<file path="src/sv/msort_pkg.sv">
`default_nettype none
package msort_pkg;

	localparam int unsigned DATA_W           = 32;
	localparam int unsigned MAX_ELEMENTS_DEF = 64;

	// Payload of one input word.
	typedef struct packed {
		logic signed [DATA_W-1:0] value;
		logic                     last;
	} msort_in_t;

	// Payload of one result word.
	typedef struct packed {
		logic signed [DATA_W-1:0] sorted_value;
		logic                     final_res;
		logic                     overflow;
	} msort_out_t;

	// Operands of one merge step: the two run heads and whether each run still has data.
	typedef struct packed {
		logic signed [DATA_W-1:0] left_head;
		logic signed [DATA_W-1:0] right_head;
		logic                     left_ok;
		logic                     right_ok;
	} msort_step_in_t;

	// Outcome of one merge step.
	typedef struct packed {
		logic                     take_left;
		logic signed [DATA_W-1:0] value;
	} msort_step_out_t;

endpackage
`default_nettype wire

</file>
<file path="src/sv/msort_merge_step.sv">
`default_nettype none
module msort_merge_step (
	input  wire msort_pkg::msort_step_in_t  step_in,
	output msort_pkg::msort_step_out_t      step_out
);
	import msort_pkg::*;

	// The left head wins unless the right one is strictly smaller, which keeps the merge stable.
	always_comb begin
		step_out.take_left = step_in.left_ok &&
			(!step_in.right_ok || !(step_in.right_head < step_in.left_head));
		step_out.value = step_out.take_left ? step_in.left_head : step_in.right_head;
	end
endmodule
`default_nettype wire

</file>
<file path="config.mk">
export PLATFORM = sky130hd
export DESIGN_NAME = msort_merge_step
export DESIGN_NICKNAME = d
export VERILOG_FILES = /design/src/sv/msort_pkg.sv /design/src/sv/msort_merge_step.sv
export SDC_FILE = /design/constraint.sdc
export NUM_CORES = 1
export LEC_CHECK = 0
export ABC_AREA = 1
export BUFFER_PORTS_ARGS = -buffer_cell sky130_fd_sc_hd__buf_2
export CORE_MARGIN = 2
export CORE_UTILIZATION = 43
export DETAILED_ROUTE_END_ITERATION = 8
export GPL_TIMING_DRIVEN = 0
export PLACE_DENSITY = 0.85
export SYNTH_ARGS = -nofsm -noshare
export SYNTH_HDL_FRONTEND = slang
export SYNTH_SLANG_ARGS = --single-unit
</file>
<file path="constraint.sdc">
create_clock -name vclk -period 2.7
set_input_delay 0.54 -clock vclk [all_inputs]
set_output_delay 0.54 -clock vclk [all_outputs]
set_load 0.02 [all_outputs]
</file>
==> results of run 1 <==
[power breakdown]
group,switching (mW),internal (mW)
logic,0.370,0.328
clock network,0,0
registers,0,0
total,0.370,0.328
[metal layers]
layer  routed length, um  vias to the layer above  track usage
li1                    -                      995            -
met1                2400                     1001        0.345
met2                3680                      160        0.667
met3                 516                       62       0.0459
met4                 606                        0        0.166
met5                   0                        -            0
[per-stage QoR]
step	cell area (um2)	hold WS, ps	setup TNS [ps]
floorplan	1320	1250	0
global placement	1850	1400	-4750
detailed placement	1850	1400	-5030
CTS	2660	1370	-1830
global route	2780	1410	-17850
finish	2780	1380	-16430
[Yosys cell counts, types with 2 or more instances]
| library cell | number |
|---|---|
| o21ai_0 | 4 |
| nor2_1 | 8 |
| nand3_1 | 35 |
| inv_1 | 41 |
| a21oi_1 | 15 |
| buf_2 | 2 |
| nand2_1 | 95 |
| buf_6 | 3 |
| ha_1 | 31 |
| clkbuf_1 | 3 |
[timing repair]
| action | in CTS | in global routing |
|---|---|---|
| setup endpoints to repair | 33 | 33 |
| pin swaps | 35 | 16 |
| resized for setup | 172 | 34 |
| hold buffers | 0 | 0 |
| setup buffers | 5 | 1 |
| gates cloned | 3 | 0 |
[area by class of cell]
class              instances  area share
inverters                 41      0.0572
well taps                 33      0.0149
repair buffers           107       0.322
multi-input cells        194       0.571
plain buffers             10      0.0351
[layout by cell type, fill, tap and decap left out, types with 10 or more instances in the layout]
master / n
nand2_1: 65
buf_6: 52
buf_2: 52
nand2_2: 29
inv_1: 26
ha_4: 21
nand3_1: 20
nand3_2: 14
inv_2: 13
ha_1: 10
[cell families (layout without fill, tap and decap cells)]
| logic type | Yosys count | after routing |
|---|---|---|
| AND/OR/NAND/NOR | 143 | 143 |
| buffers and inverters | 51 | 158 |
| AO/OA/AOI/OAI | 20 | 20 |
| adder cells (fa/ha/maj) | 31 | 31 |
[worst min path at each step]
stage                         endpoint  slack [ps]  depth (start not counted)
final                     step_out[22]        1380                          4
after global routing       step_out[1]        1410                          4
after CTS                 step_out[22]        1370                          4
after detailed placement   step_out[0]        1400                          4
after global placement    step_out[27]        1400                          4
after floorplan           step_out[10]        1250                          2
==> impl_metrics.tcl, run 1 <==
set metrics [dict create \
    crit_path_max_fanout 7 \
    worstMarginPinSlew_ps 827 \
    max-slew-margin-rel 0.449 \
    path_class "input pin to output port" \
    hp-class "input pin to output port" \
    grt_max_degree 11 \
    p_total_uw 698 \
    clkbuf_count 0 \
    portBuffers 98 \
    cp_num_cells 17 \
    synth_nets 342 \
    vias 2218 \
    die_w_um 59.3 \
    syn_avg_cell_area_um2 5.37 \
    cp_slowest_stage_delay_ps 280 \
    seqCellArea_um2 0 \
    placedCellCount 376 \
    synth_top_family_by_area "simple AND/OR/NAND/NOR gates" \
    yosys.area.top_type "ha_1" \
    grt_antenna_before_repair 0 \
    setup_viol_count_final 33 \
    cp-endpoint "step_out[10]" \
    grt_pass1_wl_mm 9.36 \
    grt_pass1_vias 2193 \
    place.gp.congestion 0.802 \
    drtAntennaViolNets 0 \
    rows 20 \
    syn_area_um2 1320 \
    start_util 0.442 \
    hold_viol 0 \
    slowest_stage "nor3_2" \
    setup.worst_path.start "step_in[7]" \
    drc 0 \
    wl_mm 7.20 \
    synth.top_cell.area_share 0.295 \
    crit_family "simple AND/OR/NAND/NOR gates" \
    overflow 0 \
    fmax_ghz 0.309 \
    vdd_drop_max_mv 0.156 \
    drive_gt1_frac 0.594 \
    fillCellCount 97 \
    design.die.area_um2 3520 \
    multi_input_area_um2 1590 \
    die_h_um 59.3 \
    start_kind "input pin" \
    yosys.cell_types.count 18 \
    grtUsageTotal 0.341 \
    dpl_worst_slack_ps -197 \
    synth_cells 245 \
    synth_xor_area_frac 0 \
    core_area_um2 2980 \
    post-route-period-util 1.20 \
    io_pins 99 \
    p_per_area_nw_per_um2 251 \
    outcome "finished with violations" \
    crit_required_ps 2160 \
    seq_cell_count 0 \
    vias_per_cell 5.76 \
    worst-path-buf-inv 3 \
    cp-end-kind "output port" \
    antennaDiodeCount 0 \
    worst_slack_ps -541 \
    first_iter_violations 124 \
    fin_util 0.934 \
    post_drt_wl_per_cell_um 18.7 \
    violations "negative setup slack" \
    synthMuxAreaShare 0 \
    synth_compound_gate_area_share 0.0780 \
    rsz0062_at_grt "true" \
    finalNetCount 451 \
    leakagePower_nw 1.49 \
    fin_cells 385 \
    critical_path.cell_chain "buf_8 > ha_4 > a21oi_4 > nor2_2 > nor3_2 > nand2_1 > nand2_1 > nand2_2 > nand2_2 > nand2_2 > nand2_2 > nand3_4 > nand2_8 > buf_6 > nand2_1 > nand2_1 > buf_6" \
    ys_seq_area_frac 0 \
    synthTopCellsByArea "ha_1, nand2_1, nand3_1" \
    finalCriticalPeriod_ps 3240 \
    arrival_ps 2700 \
    areaGrowthSynthToFinish_pct 111 \
    ys_warn_count 0 \
    hp-start "step_in[24]" \
    synth_adder_area_share 0.295 \
    drt_first_pass_iters 5 \
    drv_slew 0 \
    drv_cap 0 \
    dpl.hpwl_mm 3.06 \
    synthSimpleGateAreaFrac 0.460 \
]
(Power assumes the default switching activity.)
==> run 2, diff against run 1 <==
CELL_PAD_IN_SITES_DETAIL_PLACEMENT = 1   (was default)
CELL_PAD_IN_SITES_GLOBAL_PLACEMENT = 2   (was default)
CORE_UTILIZATION = 18   (was 43)
PLACE_DENSITY = default   (was 0.85)
PLACE_DENSITY_LB_ADDON = 0.1   (was default)
==> run 2 against run 1 <==
  * The run still ends with negative setup slack left
  * Cell count grew 18%
  * Count of clock-buffer cells in the layout unchanged
  * Cell area increased by 14%
==> impl_metrics.tcl, run 2 (synthesis gave the netlist of run 1 again) <==
set metrics [dict create \
    drive_gt1_frac 0.749 \
    die_h_um 89.5 \
    leakagePower_nw 1.59 \
    first_iter_violations 11 \
    seq_cell_count 0 \
    start_kind "input pin" \
    path_class "input pin to output port" \
    worstMarginPinSlew_ps 841 \
    crit_required_ps 2160 \
    vias_per_cell 4.32 \
    cp_slowest_stage_delay_ps 240 \
    grt_pass1_vias 1916 \
    design.die.area_um2 8000 \
    post-route-period-util 1.05 \
    vias 1955 \
    drv_cap 0 \
    rsz0062_at_grt "true" \
    setup.worst_path.start "step_in[21]" \
    drv_slew 0 \
    crit_path_max_fanout 5 \
    drt_first_pass_iters 4 \
    die_w_um 89.5 \
    drtAntennaViolNets 0 \
    design_area_um2 3170 \
    io_pins 99 \
    finalNetCount 453 \
    place.gp.congestion 0.666 \
    start_util 0.183 \
    outcome "finished with violations" \
    antennaDiodeCount 0 \
    dpl_worst_slack_ps -295 \
    core_area_um2 7180 \
    fmax_ghz 0.352 \
    worst-path-buf-inv 4 \
    seqCellArea_um2 0 \
    final_common_cell "buf_2" \
    hold_viol 0 \
    hp-class "input pin to output port" \
    vdd_drop_max_mv 0.0691 \
    violations "negative setup slack" \
    cp_num_cells 15 \
    crit_family "buffers and inverters" \
    fin_setup_tns_ps -3530 \
    rows 31 \
    grt_max_degree 11 \
    finalCriticalPeriod_ps 2840 \
    wl_mm 5.79 \
    placed_area_um2 1930 \
    cp-end-kind "output port" \
    overflow 0 \
    slowest_stage "ha_4" \
    final_cell_mix "buf_2, nand2_2, buf_6" \
    dpl.hpwl_mm 4.20 \
    cts_hold_buffers 0 \
    grt_antenna_before_repair 0 \
    arrival_ps 2300 \
    clkbuf_count 0 \
    setup_viol_count_final 33 \
    post_drt_wl_per_cell_um 12.8 \
    critical_path.cell_chain "buf_2 > ha_4 > a21oi_2 > o21ai_1 > nand2_1 > nand3_2 > a21oi_2 > nand2_2 > nand2_2 > nand3_4 > buf_8 > clkbuf_16 > nand3_1 > nand2_1 > buf_6" \
    areaGrowthSynthToFinish_pct 141 \
    portBuffers 98 \
    cp-endpoint "step_out[28]" \
    p_total_uw 751 \
    drc 0 \
    grtUsageTotal 0.135 \
    worst_slack_ps -140 \
    grt_pass1_wl_mm 8.87 \
    max-slew-margin-rel 0.439 \
    p_per_area_nw_per_um2 237 \
]
run 2: worst min-delay path by stage:
stage / endpoint / cells after the start / slack (ps) / start
after floorplan: step_out[10] / 2 / 1250 / step_in[12]
after global placement: step_out[26] / 4 / 1410 / step_in[28]
after detailed placement: step_out[26] / 4 / 1410 / step_in[28]
after CTS: step_out[26] / 4 / 1390 / step_in[28]
after global routing: step_out[14] / 4 / 1380 / step_in[16]
final: step_out[14] / 4 / 1360 / step_in[16]
run 2: per-stage QoR:
step                hold slack (ps)  instances   util
floorplan                      1250        245      -
global placement               1410        442  0.269
detailed placement             1410        442  0.269
CTS                            1390        449  0.369
global route                   1380        453  0.442
finish                         1360        453  0.442
run 2: timing repair:
action / CTS / global route
hold endpoints to repair: 0 / 0
buffers inserted: 4 / 1
gates cloned: 3 / 3
pin swaps: 31 / 42
gates resized for setup: 149 / 125
endpoints found under the setup margin: 33 / 33
run 2: area by class of cell:
class	count	area, um2
multi-input cells	194	1810
well taps	99	124
repair buffers	109	961
fillers	890	4000
inverters	41	169
plain buffers	10	105
run 2: worst min-delay path, stage by stage:
cell	delay (ps)
buf_6	90
nand2_4	40
nand2_2	50
buf_6	100
run 2: power breakdown:
group / switching, mW / internal (mW)
registers: 0 / 0
clock network: 0 / 0
logic: 0.378 / 0.373
total: 0.378 / 0.373
run 2: metal layers:
layer	global-route usage	up-vias	wire length, um
li1	-	1002	-
met1	0.177	904	2460
met5	0	-	0
met2	0.256	49	3090
met4	0	0	0
met3	0.00923	0	240
